[src/rtl/two_region_page_bitmap_allocator_top_defines.svh]
// Assertion helpers shared by the allocator modules.
`ifndef TWO_REGION_PAGE_BITMAP_ALLOCATOR_TOP_DEFINES_SVH
`define TWO_REGION_PAGE_BITMAP_ALLOCATOR_TOP_DEFINES_SVH

// Same-cycle implication, off while in reset.
`define TPBA_ASSERT_IMP(label, clk, rst, ante, cons, msg) \
  label: assert property (@(posedge clk) disable iff (rst) (ante) |-> (cons)) else $error(msg);

// Next-cycle implication, off while in reset.
`define TPBA_ASSERT_NXT(label, clk, rst, ante, cons, msg) \
  label: assert property (@(posedge clk) disable iff (rst) (ante) |=> (cons)) else $error(msg);

`endif

[src/rtl/tpba_pkg.sv]
package tpba_pkg;

  localparam int CRITICAL_PAGES_DEF = 1024;
  localparam int GENERAL_PAGES_DEF  = 8192;
  localparam int PAGE_SHIFT_DEF     = 12;

  localparam int ADDR_W  = 48;
  localparam int COUNT_W = 16;
  localparam int WORD_W  = 64;

  localparam logic [1:0] REQ_ALLOC_CRIT = 2'd0;
  localparam logic [1:0] REQ_ALLOC_GEN  = 2'd1;
  localparam logic [1:0] REQ_RESERVE    = 2'd2;

  typedef enum logic [1:0] {
    ST_OK         = 2'd0,
    ST_NO_FREE    = 2'd1,
    ST_MISALIGNED = 2'd2,
    ST_RANGE      = 2'd3
  } status_t;

  typedef enum logic [2:0] {
    RES_NONE,
    RES_ALLOC,
    RES_NO_FREE,
    RES_MISALIGNED,
    RES_RANGE
  } res_sel_t;

  typedef struct packed {
    logic     clr_en;
    logic     load;
    logic     scan_step;
    logic     alloc_commit;
    logic     rsv_issue;
    logic     rsv_write;
    logic     res_we;
    res_sel_t res_sel;
  } cmd_t;

  typedef struct packed {
    logic clr_last;
    logic found;
    logic last_word;
    logic misaligned;
    logic rsv_zero;
    logic rsv_beyond;
  } sts_t;

endpackage

[src/rtl/tpba_ctrl.sv]
`include "two_region_page_bitmap_allocator_top_defines.svh"

module tpba_ctrl (
  input  logic           clk,
  input  logic           rst,
  input  logic           start,
  input  logic [1:0]     req_type,
  input  tpba_pkg::sts_t sts,
  output tpba_pkg::cmd_t cmd,
  output logic           busy,
  output logic           done
);

  typedef enum logic [2:0] {
    S_CLEAR,
    S_IDLE,
    S_ALLOC,
    S_RSV_RD,
    S_RSV_WR
  } state_t;

  state_t state;
  state_t state_next;

  always_comb begin
    cmd         = '0;
    cmd.res_sel = tpba_pkg::RES_NONE;
    state_next  = state;
    case (state)
      S_CLEAR: begin
        cmd.clr_en = 1'b1;
        if (sts.clr_last) begin
          state_next = S_IDLE;
        end
      end
      S_IDLE: begin
        if (start) begin
          cmd.load = 1'b1;
          case (req_type)
            tpba_pkg::REQ_ALLOC_CRIT, tpba_pkg::REQ_ALLOC_GEN: begin
              state_next = S_ALLOC;
            end
            tpba_pkg::REQ_RESERVE: begin
              if (sts.misaligned) begin
                cmd.res_we  = 1'b1;
                cmd.res_sel = tpba_pkg::RES_MISALIGNED;
              end else begin
                state_next = S_RSV_RD;
              end
            end
            default: begin
              cmd.res_we  = 1'b1;
              cmd.res_sel = tpba_pkg::RES_NONE;
            end
          endcase
        end
      end
      S_ALLOC: begin
        if (sts.found) begin
          cmd.alloc_commit = 1'b1;
          cmd.res_we       = 1'b1;
          cmd.res_sel      = tpba_pkg::RES_ALLOC;
          state_next       = S_IDLE;
        end else if (sts.last_word) begin
          cmd.res_we  = 1'b1;
          cmd.res_sel = tpba_pkg::RES_NO_FREE;
          state_next  = S_IDLE;
        end else begin
          cmd.scan_step = 1'b1;
        end
      end
      S_RSV_RD: begin
        if (sts.rsv_zero) begin
          cmd.res_we  = 1'b1;
          cmd.res_sel = tpba_pkg::RES_NONE;
          state_next  = S_IDLE;
        end else if (sts.rsv_beyond) begin
          cmd.res_we  = 1'b1;
          cmd.res_sel = tpba_pkg::RES_RANGE;
          state_next  = S_IDLE;
        end else begin
          cmd.rsv_issue = 1'b1;
          state_next    = S_RSV_WR;
        end
      end
      S_RSV_WR: begin
        cmd.rsv_write = 1'b1;
        state_next    = S_RSV_RD;
      end
      default: begin
        state_next = S_IDLE;
      end
    endcase
  end

  always_ff @(posedge clk) begin
    if (rst) begin
      state <= S_CLEAR;
      done  <= 1'b0;
    end else begin
      state <= state_next;
      done  <= cmd.res_we;
    end
  end

  assign busy = (state != S_IDLE);

  `TPBA_ASSERT_NXT(a_accept_progress, clk, rst, start && !busy, done || busy, "accepted beat neither finished nor in progress")
  `TPBA_ASSERT_IMP(a_fall_with_done, clk, rst, $fell(busy) && ($past(state) != S_CLEAR), done, "request ended without a result beat")
  `TPBA_ASSERT_IMP(a_no_done_in_clear, clk, rst, state == S_CLEAR, !done && !cmd.res_we, "result during clearing pass")

endmodule
[config.mk]
export PLATFORM = sky130hd
export DESIGN_NAME = tpba_ctrl
export DESIGN_NICKNAME = d
export VERILOG_FILES = /design/src/rtl/tpba_pkg.sv /design/src/rtl/tpba_ctrl.sv
export VERILOG_INCLUDE_DIRS = /design/src /design/src/rtl
export SDC_FILE = /design/constraint.sdc
export NUM_CORES = 1
export LEC_CHECK = 0
export ABC_AREA = 1
export BUFFER_PORTS_ARGS = -buffer_cell sky130_fd_sc_hd__buf_4
export CORE_AREA = 2 2 39 41
export CTS_CLUSTER_SIZE = 8
export DETAILED_ROUTE_END_ITERATION = 12
export DIE_AREA = 0 0 41 43
export PLACE_DENSITY_LB_ADDON = 0.08
export RECOVER_POWER = 25
export SLEW_MARGIN = 20
export SYNTH_ARGS = -nofsm -noshare
export SYNTH_HDL_FRONTEND = slang
export SYNTH_SLANG_ARGS = --single-unit
[constraint.sdc]
create_clock -name clk -period 1 [get_ports clk]
set_clock_uncertainty 0.1 [all_clocks]
set_input_delay 0.2 -clock clk [delete_from_list [all_inputs] [get_ports clk]]
set_output_delay 0.2 -clock clk [all_outputs]
set_load 0.005 [all_outputs]
==> impl_summary.txt <==
----------------------------------------------------
[CTS]
  CTS root buf ... clkbuf_4
  Clock latency at the later pin of the worst-skew pair ... 240 ps
  Number of sinks handled by clock tree synthesis ... 4
  Clock buffers created by TritonCTS ... 3
  Longest Clk Path Bufs ... 2
  Max H-tree Level ... 1
  CTS tree ... done
  Clock input transition at the sequential cells of the worst setup and hold paths ... 40 ps

[Detailed routing]
  Number of design rule violations left after detail routing ... 0
  Pre-antenna DRT Iters ... 3
  Routed WL ... 1.12 mm
  Uppermost layer routed ... met3
  Total met3 wirelength after detailed routing ... 87 µm
  Routed WL per cell ... 9.92 µm
  Iteration-0 DRC count of the detailed router ... 1
  Met2 routed WL ... 586 µm
  Routed length on met1 ... 447 µm
  Count of nets left with antenna violations after detail routing ... 0
  Detailed-route via count ... 482
  DR vias/cell ... 4.27

[Synthesis]
  Avg Inst Size Synth ... 5.57 µm²
  Adder-cell share of the synthesized area ... 0%
  Main combinational cell family by area after synthesis ... simple AND/OR/NAND/NOR gates
  Compound-Gate Fraction of Synth Area ... 5.99%
  Post-synth cell types ... 17
  Fraction of synthesized cell area in xor and xnor cells ... 0%
  Yosys Warn Count ... 0
  Sequential area share after synthesis ... 24.0%
  Net count after synthesis ... 71
  Number of synthesized register bits ... 4
  Simple-Gate Fraction of Synth Area ... 57.7%
  Instance count of the mapped netlist ... 60
  Mapped cell area ... 334 µm²
  Multiplexer fraction of the synthesized cell area ... 0%

[Power]
  Fraction of power consumed by combinational cells ... 51.4%
  Largest vdd supply drop ... 0.000885 V
  Clock network fraction of total power ... 23.7%
  Pint ... 586 µW
  Sequential share of power ... 24.9%
  PwrDens ... 1310 nW/µm²
  Sw frac ... 37.7%
  Leak Pwr ... 0.388 nW
  Switching component of the power ... 355 µW

[Flow run]
  Maxcap violations ... 0

[Finish]
  Number of diodes added for antenna fixing ... 0
  Post-Route Utilization ... 51.9%
  Leading cell type in the layout, fill and taps excluded ... buf_4
  Number of nets in the finished design ... 109
  Top library cells by usage in the layout, fill and taps aside ... 32 x buf_4, 10 x nor2_1, 10 x nand2_1
  Layout cell share with drive strength beyond 1 ... 57.7%
  Synth-to-layout area growth ... 115%
  Final std cell area, no fill ... 718 µm²

[Timing]
  Final Hold Slack ... 54.0 ps
  Max-Slew Margin vs Limit ... 81.1%
  Final hold vios ... 0
  Number of max-slew violations in the final report ... 0
  Actual transition at the worst max-transition pin ... 281 ps
  Fmax ... 683 MHz
  Setup repair after global routing missed its margin ... yes
  Final number of setup-violating endpoints ... 14
  Tcrit/Tclk final ... 146%
  Min cycle time layout ... 1460 ps
  Worst Setup Slack, final ... -464 ps

[Min path]
  Hold WC Path Type ... in -> reg

[Global route]
  Initial antenna violation count ... 0
  Global-route usage over all layers ... 17.3%
  Vias in the first global route ... 506
  Largest net degree at the start of global routing ... 6
  First-pass GRT wire length ... 2.04 mm
  Total global routing overflow ... 0

[Placed design]
  Half-perimeter wire length after placement ... 883 µm
  Cell area reported after detailed placement ... 618 µm²
  Routability congestion estimate from global placement ... 0.772
  Number of buffers inserted by port buffering ... 22

[Status]
  Violated checks ... setup timing
  Status ... finished, violations left

[Worst setup path]
  CP top delay family ... simple AND/OR/NAND/NOR gates
  Crit path kind ... reg -> out
  Slowest-stage cell, CP ... dfxtp_4
  Endpoint class of the critical path ... output port
  Cells along the critical path ... inv_4, nor2_4, nand2_4, nor2_4, nor2_2, nand2_1, buf_4
  Kind of start point of the critical path ... flop
  Buffers plus inverters on the worst setup path ... 2
  Required time at the worst-slack endpoint ... 700 ps
  Most used cell along the critical path ... nor2_4
  Arrival time worst endpoint ... 1160 ps
  Largest stage delay, worst path ... 380 ps
  Largest fanout on the critical path ... 4

[Floorplanning]
  Number of top-level design ports ... 23
  Die Footprint ... 1760 µm²
  Initial Util ... 24.1%
  Floorplan row count ... 14
  Area inside the core boundary ... 1380 µm²
  Chip Width ... 41 µm
  Die Y ... 43 µm

----------------------------------------------------
-- flip-flops by register name, indices dropped and copies added, names as in the netlist --
| signal | flops |
|---|---|
| done | 1 |
| state | 3 |
-- what timing repair did --
item	in CTS	in global routing
pin swaps	6	2
gates resized for setup	12	0
hold buffers	0	0
endpoints found under the hold margin	0	0
buffers inserted	4	0
endpoints found under the setup margin	14	14
-- worst reg2reg max path, cell delays in order (launching register included) --
cell and delay, ps:
dfxtp_4 360, nor2_1 200, nand2_2 90, buf_4 140, nand3_1 70, nand3_1 80
nor2_1 120, nor2_1 50
-- power by group through the flow --
stage	registers [mW]	logic (mW)	clock network, mW
3_5_place_dp	0.227	0.444	0
6_report	0.234	0.484	0.223
2_1_floorplan	0.221	0.238	0
5_1_grt	0.238	0.548	0.268
4_1_cts	0.234	0.486	0.236
3_3_place_gp	0.226	0.445	0
-- cells in the mapped netlist (all sizes together) --
master | number | area (µm²)
nor3b | 1 | 7.51
a21oi | 1 | 5.00
nor3 | 2 | 10.0
o21ai | 3 | 15.0
nand3b | 2 | 15.0
dfxtp | 4 | 80.1
nand3 | 6 | 35.0
nor2 | 15 | 61.3
nand2 | 13 | 51.3
or2 | 1 | 6.26
inv | 11 | 41.3
nor4 | 1 | 6.26
-- layer usage --
metal,track usage (%),up-vias
met5,0,-
met3,7.85,0
li1,-,261
met1,20.5,203
met2,28.1,18
met4,2.00,0
-- cells by family (layout without fill, tap and decap cells) --
group	after synthesis	count (layout)
buffers and inverters	11	48
AO/OA/AOI/OAI	4	4
AND/OR/NAND/NOR	41	41
flip-flops	4	4
-- metrics by stage --
stage | power [mW] | instances | worst slack, ps | setup TNS (ps)
after floorplan | 0.460 | 60 | -97.3 | -304
after global placement | 0.671 | 105 | -314 | -2050
after detailed placement | 0.671 | 105 | -319 | -2120
after CTS | 0.956 | 113 | -470 | -4920
after global routing | 1.05 | 113 | -546 | -6030
final | 0.941 | 113 | -464 | -4880
-- worst paths after layout --
path	start	end	slack (ps)	cells after the start
setup / recovery	state[1]	cmd[3]	-460	7
hold / removal	rst	state[2]	50	2
setup reg to reg	state[0]	state[0]	-310	7
hold reg to reg	state[1]	state[2]	460	2
-- final cells by class --
cell class / instances / area (µm²)
fillers: 147 / 666
multi-input cells: 45 / 283
repair buffers: 33 / 251
flip-flops and latches: 4 / 91.3
inverters: 11 / 46.3
clock buffers: 4 / 26.3
well taps: 16 / 20.0
No activity file was read; power rests on OpenSTA's default activity.
